File: src/hdl/jbp_pkg.sv
package jbp_pkg;

	// Saturation limits for the two length fields.
	localparam int CODE_WIDTH = 16;
	localparam int EXTRA_WIDTH = 16;

	// Fixed field widths of an input beat.
	localparam int FIELD_W = 16;
	localparam int LEN_W = 5;
	localparam int BYTE_W = 8;

	// Packed input payload, padded to whole bytes.
	localparam int IN_RAW_W = 2 * FIELD_W + 2 * LEN_W;
	localparam int IN_DATA_W = ((IN_RAW_W + 7) / 8) * 8;

	// Joined code and extra bits, and the bit buffer in the back end.
	localparam int WORD_W = CODE_WIDTH + EXTRA_WIDTH;
	localparam int TOT_W = $clog2(WORD_W + 1);
	localparam int BUF_W = WORD_W + BYTE_W;
	localparam int CNT_W = $clog2(BUF_W);

	// Results per input item are capped.
	localparam int MAX_RESULTS = 8;
	localparam int RES_W = $clog2(MAX_RESULTS + 1);

	// Queue between front and back.
	localparam int Q_DEPTH = 2;
	localparam int Q_PTR_W = (Q_DEPTH > 1) ? $clog2(Q_DEPTH) : 1;
	localparam int Q_CNT_W = $clog2(Q_DEPTH + 1);

	localparam logic [BYTE_W-1:0] STUFF_TRIGGER = 8'hFF;
	localparam logic [BYTE_W-1:0] STUFF_BYTE = 8'h00;

	// Item kinds carried in tuser.
	localparam logic KIND_APPEND = 1'b0;
	localparam logic KIND_FLUSH = 1'b1;

	// One classified item as it waits in the queue.
	typedef struct packed {
		logic kind;
		logic [WORD_W-1:0] word;   // left aligned: first bit in the MSB
		logic [TOT_W-1:0] total;
	} entry_t;

endpackage

File: src/hdl/jpeg_bit_packer_byte_stuffing.sv
// Channel | Direction | Handshake          | Payload
// s_      | in        | s_tvalid, s_tready | s_tdata: code and extra bits with lengths; s_tuser: kind
// m_      | out       | m_tvalid, m_tready | m_tdata: out_byte; m_tlast: last_byte
//
// The front end takes one beat per cycle into a two-entry queue while it has room.
// The back end takes an item from the queue, then sends its output bytes one by one,
// stuffed zeros included. A flush is taken only when the output register is free.
// Reset clears the partial byte and the queue.
// Either side may stall; the output register holds a byte until it is taken.
module jpeg_bit_packer_byte_stuffing (
	input  logic clk,
	input  logic arst_n,
	input  logic s_tvalid,
	output logic s_tready,
	// s_tdata fields from bit 0 up: code_bits, code_len, extra_bits, extra_length, zero pad.
	input  logic [jbp_pkg::IN_DATA_W-1:0] s_tdata,
	// s_tuser fields from bit 0 up: kind.
	input  logic s_tuser,
	output logic m_tvalid,
	input  logic m_tready,
	// m_tdata fields from bit 0 up: out_byte.
	output logic [jbp_pkg::BYTE_W-1:0] m_tdata,
	// m_tlast: last_byte.
	output logic m_tlast
);

	logic q_push;
	logic q_full;
	logic q_pop;
	logic q_empty;
	jbp_pkg::entry_t push_entry;
	jbp_pkg::entry_t pop_entry;

	// Classifies and aligns each input beat.
	jbp_front u_front (
		.s_tvalid (s_tvalid),
		.s_tready (s_tready),
		.s_tdata  (s_tdata),
		.s_tuser  (s_tuser),
		.q_full   (q_full),
		.q_push   (q_push),
		.q_entry  (push_entry)
	);

	// Decouples intake from byte output.
	jbp_fifo u_fifo (
		.clk        (clk),
		.arst_n     (arst_n),
		.push       (q_push),
		.push_entry (push_entry),
		.full       (q_full),
		.pop        (q_pop),
		.pop_entry  (pop_entry),
		.empty      (q_empty)
	);

	// Packs bits into bytes and stuffs after 0xFF.
	jbp_back u_back (
		.clk      (clk),
		.arst_n   (arst_n),
		.q_empty  (q_empty),
		.q_entry  (pop_entry),
		.q_pop    (q_pop),
		.m_tvalid (m_tvalid),
		.m_tready (m_tready),
		.m_tdata  (m_tdata),
		.m_tlast  (m_tlast)
	);

endmodule

File: src/hdl/jbp_front.sv
module jbp_front (
	input  logic s_tvalid,
	output logic s_tready,
	// s_tdata fields from bit 0 up: code_bits, code_len, extra_bits, extra_length, zero pad.
	input  logic [jbp_pkg::IN_DATA_W-1:0] s_tdata,
	// s_tuser fields from bit 0 up: kind.
	input  logic s_tuser,
	input  logic q_full,
	output logic q_push,
	output jbp_pkg::entry_t q_entry
);

	logic [jbp_pkg::FIELD_W-1:0] code_bits;
	logic [jbp_pkg::LEN_W-1:0] code_len;
	logic [jbp_pkg::FIELD_W-1:0] extra_bits;
	logic [jbp_pkg::LEN_W-1:0] extra_length;
	logic [jbp_pkg::TOT_W-1:0] clen;
	logic [jbp_pkg::TOT_W-1:0] elen;
	logic [jbp_pkg::WORD_W-1:0] code_mask;
	logic [jbp_pkg::WORD_W-1:0] extra_mask;
	logic [jbp_pkg::WORD_W-1:0] code_al;
	logic [jbp_pkg::WORD_W-1:0] extra_al;

	// Unpack the beat.
	assign code_bits = s_tdata[jbp_pkg::FIELD_W-1:0];
	assign code_len = s_tdata[jbp_pkg::FIELD_W +: jbp_pkg::LEN_W];
	assign extra_bits = s_tdata[jbp_pkg::FIELD_W + jbp_pkg::LEN_W +: jbp_pkg::FIELD_W];
	assign extra_length = s_tdata[2 * jbp_pkg::FIELD_W + jbp_pkg::LEN_W +: jbp_pkg::LEN_W];

	// Saturate both lengths to their limits.
	always_comb begin
		if (int'(code_len) > jbp_pkg::CODE_WIDTH) begin
			clen = jbp_pkg::TOT_W'(jbp_pkg::CODE_WIDTH);
		end else begin
			clen = jbp_pkg::TOT_W'(code_len);
		end
		if (int'(extra_length) > jbp_pkg::EXTRA_WIDTH) begin
			elen = jbp_pkg::TOT_W'(jbp_pkg::EXTRA_WIDTH);
		end else begin
			elen = jbp_pkg::TOT_W'(extra_length);
		end
	end

	// Low-bit masks for the valid code and extra bits.
	always_comb begin
		for (int i = 0; i < jbp_pkg::WORD_W; i++) begin
			code_mask[i] = (i < int'(clen));
			extra_mask[i] = (i < int'(elen));
		end
	end

	// Place the code at the top of the word and the extra bits right after it.
	assign code_al = (jbp_pkg::WORD_W'(code_bits) & code_mask)
		<< (jbp_pkg::TOT_W'(jbp_pkg::WORD_W) - clen);
	assign extra_al = (jbp_pkg::WORD_W'(extra_bits) & extra_mask)
		<< (jbp_pkg::TOT_W'(jbp_pkg::WORD_W) - clen - elen);

	// Build the queue entry; a flush carries no bits.
	always_comb begin
		q_entry.kind = s_tuser;
		if (s_tuser == jbp_pkg::KIND_FLUSH) begin
			q_entry.word = '0;
			q_entry.total = '0;
		end else begin
			q_entry.word = code_al | extra_al;
			q_entry.total = clen + elen;
		end
	end

	assign s_tready = !q_full;
	assign q_push = s_tvalid && !q_full;

endmodule

File: src/hdl/jbp_fifo.sv
module jbp_fifo (
	input  logic clk,
	input  logic arst_n,
	input  logic push,
	input  jbp_pkg::entry_t push_entry,
	output logic full,
	input  logic pop,
	output jbp_pkg::entry_t pop_entry,
	output logic empty
);

	jbp_pkg::entry_t mem_q [jbp_pkg::Q_DEPTH];
	logic [jbp_pkg::Q_PTR_W-1:0] wr_ptr_q;
	logic [jbp_pkg::Q_PTR_W-1:0] rd_ptr_q;
	logic [jbp_pkg::Q_CNT_W-1:0] count_q;
	logic do_push;
	logic do_pop;

	assign full = (count_q == jbp_pkg::Q_CNT_W'(jbp_pkg::Q_DEPTH));
	assign empty = (count_q == '0);
	assign do_push = push && !full;
	assign do_pop = pop && !empty;
	assign pop_entry = mem_q[rd_ptr_q];

	// Entry storage.
	always_ff @(posedge clk) begin
		if (do_push) begin
			mem_q[wr_ptr_q] <= push_entry;
		end
	end

	// Pointers and fill count.
	always_ff @(posedge clk or negedge arst_n) begin
		if (!arst_n) begin
			wr_ptr_q <= '0;
			rd_ptr_q <= '0;
			count_q <= '0;
		end else begin
			if (do_push) begin
				if (wr_ptr_q == jbp_pkg::Q_PTR_W'(jbp_pkg::Q_DEPTH - 1)) begin
					wr_ptr_q <= '0;
				end else begin
					wr_ptr_q <= wr_ptr_q + 1'b1;
				end
			end
			if (do_pop) begin
				if (rd_ptr_q == jbp_pkg::Q_PTR_W'(jbp_pkg::Q_DEPTH - 1)) begin
					rd_ptr_q <= '0;
				end else begin
					rd_ptr_q <= rd_ptr_q + 1'b1;
				end
			end
			if (do_push && !do_pop) begin
				count_q <= count_q + 1'b1;
			end else if (do_pop && !do_push) begin
				count_q <= count_q - 1'b1;
			end
		end
	end

endmodule

File: src/hdl/jbp_back.sv
module jbp_back (
	input  logic clk,
	input  logic arst_n,
	input  logic q_empty,
	input  jbp_pkg::entry_t q_entry,
	output logic q_pop,
	output logic m_tvalid,
	input  logic m_tready,
	// m_tdata fields from bit 0 up: out_byte.
	output logic [jbp_pkg::BYTE_W-1:0] m_tdata,
	// m_tlast: last_byte.
	output logic m_tlast
);

	typedef enum logic [2:0] {
		ST_IDLE  = 3'b001,
		ST_EMIT  = 3'b010,
		ST_STUFF = 3'b100
	} state_t;

	state_t state_q;
	logic [jbp_pkg::BUF_W-1:0] buf_q;
	logic [jbp_pkg::CNT_W-1:0] cnt_q;
	logic [jbp_pkg::RES_W-1:0] nres_q;
	logic m_tvalid_q;
	logic [jbp_pkg::BYTE_W-1:0] byte_q;
	logic last_q;

	logic out_free;
	logic capped;
	logic cnt_ge8;
	logic cnt_ge16;
	logic cap_last;
	logic load_beat;
	logic [jbp_pkg::BYTE_W-1:0] top_byte;
	logic [jbp_pkg::BUF_W-1:0] load_word;
	logic [jbp_pkg::CNT_W-1:0] load_cnt;

	assign out_free = !m_tvalid_q || m_tready;
	assign capped = (nres_q == jbp_pkg::RES_W'(jbp_pkg::MAX_RESULTS));
	assign cap_last = (nres_q == jbp_pkg::RES_W'(jbp_pkg::MAX_RESULTS - 1));
	assign cnt_ge8 = (cnt_q >= jbp_pkg::CNT_W'(jbp_pkg::BYTE_W));
	assign cnt_ge16 = (cnt_q >= jbp_pkg::CNT_W'(2 * jbp_pkg::BYTE_W));
	assign top_byte = buf_q[jbp_pkg::BUF_W-1 -: jbp_pkg::BYTE_W];

	// New bits land right behind the pending partial byte.
	assign load_word = {q_entry.word, {jbp_pkg::BYTE_W{1'b0}}} >> cnt_q;
	assign load_cnt = cnt_q + jbp_pkg::CNT_W'(q_entry.total);

	// A flush needs the output slot; an append only loads the buffer.
	always_comb begin
		q_pop = 1'b0;
		if (state_q == ST_IDLE && !q_empty) begin
			q_pop = (q_entry.kind == jbp_pkg::KIND_APPEND) || out_free;
		end
	end

	// A new beat enters the output register in this cycle.
	always_comb begin
		case (state_q)
			ST_IDLE: begin
				load_beat = q_pop && (q_entry.kind == jbp_pkg::KIND_FLUSH) && (cnt_q != '0);
			end
			ST_EMIT: begin
				load_beat = cnt_ge8 && out_free && !capped;
			end
			ST_STUFF: begin
				load_beat = out_free && !capped;
			end
			default: begin
				load_beat = 1'b0;
			end
		endcase
	end

	// Byte sequencer: loads items into the buffer, drains whole bytes from it and inserts stuffing; a flush clears it.
	always_ff @(posedge clk or negedge arst_n) begin
		if (!arst_n) begin
			state_q <= ST_IDLE;
			buf_q <= '0;
			cnt_q <= '0;
			nres_q <= '0;
			m_tvalid_q <= 1'b0;
		end else begin
			if (load_beat) begin
				m_tvalid_q <= 1'b1;
			end else if (m_tready) begin
				m_tvalid_q <= 1'b0;
			end
			case (state_q)
				ST_IDLE: begin
					if (q_pop) begin
						nres_q <= '0;
						if (q_entry.kind == jbp_pkg::KIND_FLUSH) begin
							buf_q <= '0;
							cnt_q <= '0;
						end else begin
							buf_q <= buf_q | load_word;
							cnt_q <= load_cnt;
							if (load_cnt >= jbp_pkg::CNT_W'(jbp_pkg::BYTE_W)) begin
								state_q <= ST_EMIT;
							end
						end
					end
				end
				ST_EMIT: begin
					if (!cnt_ge8) begin
						state_q <= ST_IDLE;
					end else if (capped || out_free) begin
						if (!capped) begin
							nres_q <= nres_q + 1'b1;
						end
						buf_q <= buf_q << jbp_pkg::BYTE_W;
						cnt_q <= cnt_q - jbp_pkg::CNT_W'(jbp_pkg::BYTE_W);
						if (top_byte == jbp_pkg::STUFF_TRIGGER) begin
							state_q <= ST_STUFF;
						end else if (!cnt_ge16) begin
							state_q <= ST_IDLE;
						end
					end
				end
				ST_STUFF: begin
					if (capped || out_free) begin
						if (!capped) begin
							nres_q <= nres_q + 1'b1;
						end
						state_q <= cnt_ge8 ? ST_EMIT : ST_IDLE;
					end
				end
				default: begin
					state_q <= ST_IDLE;
				end
			endcase
		end
	end

	// Output payload; loaded with each new valid beat, and also on a flush with no pending bits.
	always_ff @(posedge clk) begin
		case (state_q)
			ST_IDLE: begin
				if (q_pop && q_entry.kind == jbp_pkg::KIND_FLUSH) begin
					byte_q <= top_byte;
					last_q <= 1'b1;
				end
			end
			ST_EMIT: begin
				if (cnt_ge8 && out_free && !capped) begin
					byte_q <= top_byte;
					last_q <= cap_last
						|| (top_byte != jbp_pkg::STUFF_TRIGGER && !cnt_ge16);
				end
			end
			ST_STUFF: begin
				if (out_free && !capped) begin
					byte_q <= jbp_pkg::STUFF_BYTE;
					last_q <= cap_last || !cnt_ge8;
				end
			end
			default: begin
			end
		endcase
	end

	assign m_tvalid = m_tvalid_q;
	assign m_tdata = byte_q;
	assign m_tlast = last_q;

endmodule

File: config.mk
export PLATFORM = sky130hd
export DESIGN_NAME = jpeg_bit_packer_byte_stuffing
export DESIGN_NICKNAME = d
export VERILOG_FILES = /design/src/hdl/jbp_pkg.sv /design/src/hdl/jpeg_bit_packer_byte_stuffing.sv /design/src/hdl/jbp_front.sv /design/src/hdl/jbp_fifo.sv /design/src/hdl/jbp_back.sv
export SDC_FILE = /design/constraint.sdc
export NUM_CORES = 1
export LEC_CHECK = 0
export BUFFER_PORTS_ARGS = -buffer_cell sky130_fd_sc_hd__buf_2
export CAP_MARGIN = 0
export CELL_PAD_IN_SITES_DETAIL_PLACEMENT = 0
export CELL_PAD_IN_SITES_GLOBAL_PLACEMENT = 1
export CORE_AREA = 10 10 162 164
export CTS_BUF_LIST = sky130_fd_sc_hd__clkbuf_2
export CTS_CLUSTER_SIZE = 12
export DETAILED_ROUTE_END_ITERATION = 7
export DIE_AREA = 0 0 172 174
export PLACE_DENSITY = 0.9
export SLEW_MARGIN = 20
export SYNTH_ARGS = -nofsm -noshare
export SYNTH_HDL_FRONTEND = slang
export SYNTH_SLANG_ARGS = --single-unit
File: constraint.sdc
create_clock -name clk -period 5.3 [get_ports clk]
set_clock_uncertainty 0.2 [all_clocks]
set_input_delay 0.53 -clock clk [delete_from_list [all_inputs] [get_ports clk]]
set_output_delay 0.53 -clock clk [all_outputs]
set_load 0.1 [all_outputs]
==> results.json, run 1 <==
{
  "status": "finished with violations",
  "violations": "design-rule violations",
  "ys.flop_type": "edfxtp_1",
  "track_usage_pct": 22.3,
  "crit_buf_inv": 4,
  "post_dp_cell_area_mm2": 0.0120,
  "max_freq_ghz": 0.272,
  "path_delay_family": "buffers and inverters",
  "grt_pass1_wl_um": 53900,
  "dpl_worst_slack_ns": 0.831,
  "grt.busiest_layer": "met2",
  "cp_cell_sequence": "buf_2 > inv_1 > nand2_1 > inv_1 > fa_1 > inv_1 > nor2_1 > nor4_1 > mux2i_1 > a21oi_1 > nor2_1 > o32ai_1",
  "rsz0062_at_grt": "no",
  "slew_headroom_pct": 27.9,
  "synth.distinct_cells": 84,
  "critical_path_required_ns": 5.62,
  "grt_antenna_before_repair": 1,
  "fin_nets": 1356,
  "finalPower_mw": 6.62,
  "whs_ns": 0.120,
  "final_cell_mix": "156 x nand2_1, 97 x o21ai_0, 94 x nor2_1",
  "fin_crit_ns": 3.68,
  "wire_per_inst_um": 21.4,
  "synth_xor_xnor_area_share_pct": 1.43,
  "num_rows": 56,
  "cts_made_buffers": 17,
  "post-route-cell-area_mm2": 0.0123,
  "io_pins": 64,
  "use_met3_pct": 2.85,
  "drive_gt1_share_pct": 18.0,
  "die_x_um": 172,
  "async_flop_share_pct": 40.0,
  "hold_class": "primary input to flip-flop",
  "synth_area_mm2": 0.0115,
  "core_mm2": 0.0231,
  "ir_drop_v": 0.000269,
  "p_leak_nw": 4.85,
  "ys_seq_area_share_pct": 35.3,
  "overflow": 0,
  "viasPerCell": 6.52,
  "post-cts-setup-buffers": 0,
  "grt_max_degree": 59,
  "drt_iter0_markers": 1097,
  "hold_buffers": 4,
  "portBuffers": 57,
  "cp_max_fo": 17,
  "setup_ws_ns": 1.62,
  "syn-num-nets": 1341,
  "synth-simple-area-share_pct": 19.0,
  "endpoint_kind": "flip-flop",
  "worst_pin_slew_ns": 1.08,
  "syn_to_final_growth_pct": 6.82,
  "htreeDepth": 4,
  "ys_warn_count": 0,
  "cp.arrival_ns": 4.00,
  "critPathMaxStageDelay_ns": 0.54,
  "wl_um": 34000,
  "cts_tree": "built",
  "postSynthCellCount": 1264,
  "insertion_delay_ns": 0.77,
  "clk_path_buf_depth": 2,
  "cts.clk_slew.worst_paths_ns": 0.25,
  "grt_util_met1_pct": 28.6,
  "met2_usage_pct": 36.5,
  "num-fill-cells": 2141,
  "synthMuxAreaShare_pct": 15.2,
  "drc": 4,
  "layout_commonest_cell": "nand2_1",
  "crit_slowest_cell": "fa_1",
  "synthAdderAreaFrac_pct": 2.80,
  "place_hpwl_um": 25800,
  "dr_total_vias": 10300,
  "finalSetupViolations": 0,
  "fin_crit_sh_pct": 69.5,
  "synth_edf_count": 87,
  "gp_congestion": 0.959,
  "die_y_um": 174,
  "synth_compound_area_share_pct": 21.5,
  "area.sequential_mm2": 0.00407,
  "ant_nets": 0,
  "power_density_mw_per_mm2": 538,
  "synth_seq_cells": 145,
  "worstSetupPathType": "primary input to flip-flop",
  "fp.dieArea_mm2": 0.0299,
  "cts_root_buf": "clkbuf_2",
  "final.setup.tns_ns": 0,
  "slew_viol_final": 0,
  "grt_pass1_vias": 9812,
  "initial_utilization_pct": 49.8,
  "cap_violations": 0,
  "cts_num_sinks": 145,
  "synth_top_family_by_area": "compound AO/OA/AOI/OAI gates",
  "syn_area_per_cell_um2": 9.11,
  "hold_violations": 0,
  "detail_route.first_pass.iterations": 8,
  "path_common_cell": "inv_1",
  "multi_input_area_mm2": 0.00691,
  "ctsResizeCount": 0,
  "startpoint_type": "primary input"
}
[report_power, final]
part | switching (mW) | leakage, nW | internal (mW)
logic | 2.65 | 3.12 | 1.47
registers | 0.222 | 1.58 | 1.61
clock network | 0.475 | 0.150 | 0.197
total | 3.34 | 4.85 | 3.28
[synthesized netlist by cell type (22+ instances only)]
cell / instances / area, um2
inv_1: 29 / 109
nor3_1: 36 / 180
nor2_1: 95 / 357
a21oi_1: 60 / 300
clkbuf_1: 60 / 225
buf_2: 22 / 110
edfxtp_1: 87 / 2610
nand3_1: 47 / 235
mux4_2: 36 / 811
o21ai_0: 98 / 490
mux2i_1: 50 / 500
dfrtp_1: 57 / 1430
o211ai_1: 24 / 180
nand2_1: 156 / 586
mux2_2: 38 / 428
[logic make-up (layout without fill, tap and decap cells)]
kind of cell             count (synthesis)  count (layout)
AND/OR/NAND/NOR                        455             455
flip-flops                             145             145
XOR/XNOR                                18              18
AO/OA/AOI/OAI                          366             366
other                                    0               1
buffers and inverters                  131             159
multiplexers                           125             125
adder cells (fa/ha/maj)                 24              24
[state kept, by name, indices dropped and copies added (netlist names)]
name	flops
u_back.nres_q	4
u_back.m_tlast	1
u_back.m_tvalid	1
u_back.buf_q	40
u_fifo.count_q	2
u_back.cnt_q	6
u_back.m_tdata	8
u_fifo.wr_ptr_q	1
u_back.state_q	3
u_fifo.mem_q	78
u_fifo.rd_ptr_q	1
[worst register-to-register path, cell delays in order, from the launching register on]
cell and delay [ns]:
dfrtp_2 0.51, buf_4 0.58, mux4_2 0.65, mux2i_1 0.49, nor2_1 0.08, a21oi_1 0.17
o221ai_1 0.20, a222oi_1 0.34, o21ai_0 0.15
[stage by stage]
step                instances  util (%)
finish                   1583      53.2
floorplan                1264         -
CTS                      1581      53.1
global route             1583      53.2
global placement         1545      51.9
detailed placement       1545      51.9
[metal layers]
layer / part of all wire [%] / vias up
met5: 0 / -
li1: - / 4843
met2: 49 / 410
met4: 3.7 / 0
met1: 42 / 4997
met3: 5.7 / 73
[area by class of cell]
type / count / area share, %
Antenna cell: 1 / 0.0203
Inverter: 34 / 1.04
Tap cell: 290 / 2.95
Timing Repair Buffer: 93 / 4.70
Sequential cell: 145 / 33.1
Clock buffer: 17 / 0.692
Clock inverter: 15 / 1.33
Multi-Input combinational cell: 988 / 56.2
[path summary, 6_finish.rpt]
path,from,end,slack (ns),depth (start not counted)
setup / recovery,s_tdata[41],u_fifo.mem_q[0][23],1.62,12
hold / removal,s_tdata[21],u_fifo.mem_q[1][6],0.12,3
setup reg to reg,u_fifo.rd_ptr_q,u_back.buf_q[8],1.82,8
hold reg to reg,u_back.buf_q[26],u_back.buf_q[34],0.31,2
max in group asynchronous,arst_n,u_fifo.rd_ptr_q,4.17,3
min in group asynchronous,arst_n,u_back.nres_q[0],0.20,3
(Power assumes the default switching activity.)
==> inputs of run 2 (changes only) <==
--- a/config.mk
+++ b/config.mk
@@ -9,12 +9,12 @@
 export CAP_MARGIN = 0
 export CELL_PAD_IN_SITES_DETAIL_PLACEMENT = 0
 export CELL_PAD_IN_SITES_GLOBAL_PLACEMENT = 1
-export CORE_AREA = 10 10 162 164
+export CORE_AREA = 10 10 163 165
 export CTS_BUF_LIST = sky130_fd_sc_hd__clkbuf_2
 export CTS_CLUSTER_SIZE = 12
 export DETAILED_ROUTE_END_ITERATION = 7
-export DIE_AREA = 0 0 172 174
-export PLACE_DENSITY = 0.9
+export DIE_AREA = 0 0 173 175
+export PLACE_DENSITY = 0.89
 export SLEW_MARGIN = 20
 export SYNTH_ARGS = -nofsm -noshare
 export SYNTH_HDL_FRONTEND = slang
==> constraint.sdc (replaced) <==
create_clock -name clk -period 3.4 [get_ports clk]
set_clock_uncertainty 0.2 [all_clocks]
set_input_delay 0.34 -clock clk [delete_from_list [all_inputs] [get_ports clk]]
set_output_delay 0.34 -clock clk [all_outputs]
set_load 0.1 [all_outputs]
==> results.json, run 2 (synthesized netlist as in run 1, its figures left out) <==
{
  "cp.arrival_ns": 3.62,
  "fin_crit_ns": 3.11,
  "largest_reg_flops": 78,
  "num-fill-cells": 2115,
  "syn_to_final_growth_pct": 15.1,
  "htreeDepth": 4,
  "grt_pass1_vias": 10500,
  "slew_headroom_pct": 38.9,
  "track_usage_pct": 23.2,
  "fp.dieArea_mm2": 0.0303,
  "cap_violations": 0,
  "insertion_delay_ns": 0.81,
  "gp_congestion": 0.951,
  "fin_crit_sh_pct": 91.6,
  "placed_cells": 1670,
  "cts_tree": "built",
  "dr_total_vias": 10800,
  "rsz0062_at_grt": "no",
  "cp_max_fo": 6,
  "regMostFlops": "u_fifo.mem_q",
  "fin_nets": 1453,
  "clk_path_buf_depth": 2,
  "hold_class": "primary input to flip-flop",
  "layoutNonFillerInstCount": 1709,
  "ant_nets": 0,
  "finalSetupViolations": 0,
  "slew_viol_final": 0,
  "max_freq_ghz": 0.321,
  "worst_pin_slew_ns": 0.916,
  "critical_path_required_ns": 3.90,
  "cts.clk_slew.worst_paths_ns": 0.27,
  "overflow": 0,
  "cts_num_sinks": 145,
  "drt_iter0_markers": 1076,
  "cts_made_buffers": 17,
  "status": "finished, final reports clean",
  "drc": 0,
  "drive_gt1_share_pct": 25.3,
  "layout_commonest_cell": "nand2_1",
  "final_cell_mix": "155 x nand2_1, 123 x buf_4, 91 x nor2_1",
  "grt_antenna_before_repair": 1,
  "worstSetupPathType": "flip-flop to flip-flop",
  "die_x_um": 173,
  "final_core_util_pct": 57.0,
  "ir_drop_v": 0.000556,
  "grt_max_degree": 62,
  "num_rows": 56,
  "portBuffers": 57,
  "io_pins": 64,
  "startpoint_type": "flip-flop",
  "p_leak_nw": 5.34,
  "cts_root_buf": "clkbuf_2",
  "hold_violations": 0,
  "wl_um": 36000,
  "viasPerCell": 6.31,
  "endpoint_kind": "flip-flop",
  "power_density_mw_per_mm2": 807,
  "place_hpwl_um": 28000,
  "initial_utilization_pct": 49.5,
  "grt_pass1_wl_um": 57300,
  "wire_per_inst_um": 21.0,
  "die_y_um": 175,
  "core_mm2": 0.0233,
  "finalPower_mw": 10.7,
  "detail_route.first_pass.iterations": 7
}
-- run 2: path summary, 6_finish.rpt --
check / start / end / slack [ns] / cells after the start
max in group asynchronous: arst_n / u_back.buf_q[8] / 1.96 / 4
min reg2reg: u_back.buf_q[19] / u_back.buf_q[19] / 0.32 / 2
min: s_tdata[22] / u_fifo.mem_q[1][7] / 0.05 / 6
max reg2reg: u_fifo.rd_ptr_q / u_back.state_q[1] / 0.29 / 9
min in group asynchronous: arst_n / u_back.buf_q[21] / 0.40 / 3
max: u_fifo.rd_ptr_q / u_back.state_q[1] / 0.29 / 9
-- run 2: report_power, final --
part	leakage (nW)	total, mW	internal [mW]	switching [mW]
registers	1.58	2.87	2.51	0.356
clock network	0.121	0.934	0.212	0.721
logic	3.64	6.90	2.62	4.28
-- run 2: routing by layer --
metal	part of all wire, %	vias up	wire length, um	GRT usage [%]
met2	49	448	17700	40.3
li1	-	5042	-	-
met4	4.8	0	1720	11.7
met1	41	5191	14900	27.9
met3	4.5	97	1630	2.74
met5	0	-	0	0
-- run 2: layout make-up --
cell class / instances / area [um2] / share of cell area, %
antenna: 1 / 2.50 / 0.0189
sequential: 145 / 4070 / 30.7
multi-input combinational: 988 / 7080 / 53.4
inverter: 34 / 130 / 0.982
tap: 319 / 399 / 3.01
clock inverter: 15 / 125 / 0.944
clock buffer: 17 / 85.1 / 0.642
timing repair buffer: 190 / 1360 / 10.3
-- run 2: critical path: stages, from the launching register on --
cell and delay (ns):
dfrtp_2 0.51, mux2_2 0.36, ha_1 0.23, fa_1 0.44
a21o_1 0.19, a21oi_1 0.18, xnor2_1 0.11, a2111oi_0 0.39
nor2_1 0.13, a221o_1 0.29
-- run 2: through the flow --
step / setup WS [ns] / area, um2 / hold slack, ns / TNS [ns]
final: 0.286 / 13300 / 0.0530 / 0
after global routing: 0.146 / 13300 / 0.0971 / 0
after CTS: 0.320 / 13200 / 0.0136 / 0
after detailed placement: -0.396 / 13000 / 0.282 / -12.99
after global placement: -0.360 / 13000 / 0.270 / -12.84
after floorplan: -0.503 / 11800 / -0.156 / -17.73
-- run 2: repair_timing --
item | in CTS | in global routing
resized for setup | 0 | 0
hold buffers | 5 | 1
hold endpoints to repair | 84 | 43
buffers inserted | 0 | 0
==> inputs of run 3 (changes only) <==
--- a/config.mk
+++ b/config.mk
@@ -9,12 +9,12 @@
 export CAP_MARGIN = 0
 export CELL_PAD_IN_SITES_DETAIL_PLACEMENT = 0
 export CELL_PAD_IN_SITES_GLOBAL_PLACEMENT = 1
-export CORE_AREA = 10 10 163 165
+export CORE_AREA = 10 10 150 180
 export CTS_BUF_LIST = sky130_fd_sc_hd__clkbuf_2
 export CTS_CLUSTER_SIZE = 12
 export DETAILED_ROUTE_END_ITERATION = 7
-export DIE_AREA = 0 0 173 175
-export PLACE_DENSITY = 0.89
+export DIE_AREA = 0 0 160 190
+export PLACE_DENSITY = 0.88
 export SLEW_MARGIN = 20
 export SYNTH_ARGS = -nofsm -noshare
 export SYNTH_HDL_FRONTEND = slang
==> results.json, run 3 (synthesized netlist as in run 1, its figures left out) <==
{
  "detail_route.first_pass.iterations": 6,
  "cts.clk_slew.worst_paths_ns": 0.21,
  "worst_pin_slew_ns": 0.902,
  "power_density_mw_per_mm2": 828,
  "num_rows": 62,
  "placed_cells": 1691,
  "cp_max_fo": 12,
  "initial_utilization_pct": 48.8,
  "die_y_um": 190,
  "cp.arrival_ns": 3.46,
  "cap_violations": 0,
  "cts_num_sinks": 145,
  "hold_violations": 0,
  "max_freq_ghz": 0.313,
  "grt_max_degree": 62,
  "gp_congestion": 0.980,
  "worstSetupPathType": "primary input to flip-flop",
  "largest_reg_flops": 78,
  "slew_headroom_pct": 39.9,
  "endpoint_kind": "flip-flop",
  "critPathMaxStageDelay_ns": 0.72,
  "final.setup.tns_ns": 0,
  "status": "finished, final reports clean",
  "startpoint_type": "primary input",
  "final_cell_mix": "155 x nand2_1, 143 x buf_4, 91 x nor2_1",
  "crit_slowest_cell": "fa_2",
  "viasPerCell": 6.24,
  "critical_path_required_ns": 3.67,
  "core_mm2": 0.0236,
  "track_usage_pct": 24.5,
  "layout_commonest_cell": "nand2_1",
  "syn_to_final_growth_pct": 16.9,
  "place_hpwl_um": 29700,
  "fin_nets": 1473,
  "r2r_slack_ns": 0.23,
  "regMostFlops": "u_fifo.mem_q",
  "ant_nets": 0,
  "portBuffers": 57,
  "cp-startpoint": "s_tdata[20]",
  "finalSetupViolations": 0,
  "fp.dieArea_mm2": 0.0304,
  "htreeDepth": 4,
  "fin_crit_sh_pct": 94.0,
  "ir_drop_v": 0.000346,
  "cts_tree": "built",
  "drt_iter0_markers": 816,
  "io_pins": 64,
  "grt_pass1_vias": 10600,
  "r2r-start": "u_fifo.rd_ptr_q",
  "die_x_um": 160,
  "worstSetupEndpoint": "u_fifo.mem_q[1][23]",
  "layoutNonFillerInstCount": 1730,
  "final_core_util_pct": 57.1,
  "wire_per_inst_um": 21.9,
  "cts_made_buffers": 17,
  "dr_total_vias": 10800,
  "grt_pass1_wl_um": 59700,
  "clk_path_buf_depth": 2,
  "grt_antenna_before_repair": 1,
  "drc": 0,
  "slew_viol_final": 0,
  "rsz0062_at_grt": "no",
  "post-cts-setup-buffers": 0,
  "fin_crit_ns": 3.20,
  "cp_cell_sequence": "buf_2 > nor2b_1 > inv_2 > ha_4 > inv_4 > fa_2 > buf_4 > mux2i_1 > a311oi_1 > buf_4 > mux2i_1 > a21oi_1 > nor2_1 > o32ai_1",
  "p_leak_nw": 5.47,
  "overflow": 0,
  "wl_um": 37800,
  "r2r_cells": 9,
  "num-fill-cells": 2180,
  "r2r-end": "u_back.state_q[1]",
  "hold_class": "primary input to flip-flop",
  "insertion_delay_ns": 0.74,
  "cts_root_buf": "clkbuf_2",
  "drive_gt1_share_pct": 26.3
}
[run 3: cell types whose count changed in the layout (fill, tap and decap cells not counted)]
cell,before,now
clkinv_1,2,3
buf_12,5,4
inv_8,1,0
inv_6,6,1
buf_4,123,143
clkinvlp_4,4,3
buf_2,56,58
bufinv_16,0,4
dlygate4sd3_1,6,5
clkbuf_2,17,19
[run 3: worst min path at each step]
stage	from	cells past startpoint	end
5_1_grt	s_tdata[21]	4	u_fifo.mem_q[1][6]
3_3_place_gp	arst_n	1	u_back.nres_q[2]
3_5_place_dp	arst_n	1	u_back.nres_q[2]
2_1_floorplan	arst_n	0	u_back.buf_q[0]
6_report	s_tdata[41]	5	u_fifo.mem_q[0][4]
4_1_cts	s_tdata[41]	5	u_fifo.mem_q[0][4]
[run 3: repair_timing]
action | 4_1_cts | 5_1_grt
hold endpoints to repair | 65 | 0
hold buffers | 6 | 0
resized for setup | 0 | 1
setup endpoints to repair | 0 | 1
[run 3: layer usage]
layer  track usage, %  up-vias  routed length, um
met3             2.92       91               1630
met5                0        -                  0
met4             13.7        0               2060
met1             27.2     5221              14400
li1                 -     5089                  -
met2             44.8      397              19700
[run 3: worst max-delay path, delay by kind of cell]
| kind | cells | cell delay [ns] |
|---|---|---|
| adders and majority gates | 2 | 1.01 |
| muxes | 2 | 0.18 |
| buffers and inverters | 5 | 0.64 |
| AOI/OAI and AO/OA | 3 | 1.00 |
| and+or+nand+nor | 2 | 0.28 |
[run 3: final cells by class]
cell class,count,area [um2],area share (%)
diodes,1,2.50,0.0186
clock buffers,19,95.1,0.707
clock inverters,13,186,1.39
inverters,34,130,0.967
multi-input cells,988,7080,52.6
flip-flops and latches,145,4070,30.2
well taps,320,400,2.97
repair buffers,210,1490,11.1
[run 3: power by group]
part / internal [mW] / switching [mW] / total, mW / leakage (nW)
Sequential: 2.51 / 0.342 / 2.86 / 1.58
Clock: 0.490 / 0.647 / 1.14 / 0.158
Combinational: 2.76 / 4.39 / 7.15 / 3.73
[run 3: per-stage QoR]
step           hold WS (ns)  area [um2]  total power [mW]  setup WS, ns
3_3_place_gp          0.256       13100              9.82        -0.467
4_1_cts              0.0610       13500              11.1         0.249
6_report              0.113       13500              11.1         0.204
2_1_floorplan        -0.156       11800              7.69        -0.503
5_1_grt              0.0961       13500              11.8        0.0576
3_5_place_dp          0.260       13100              9.91        -0.492
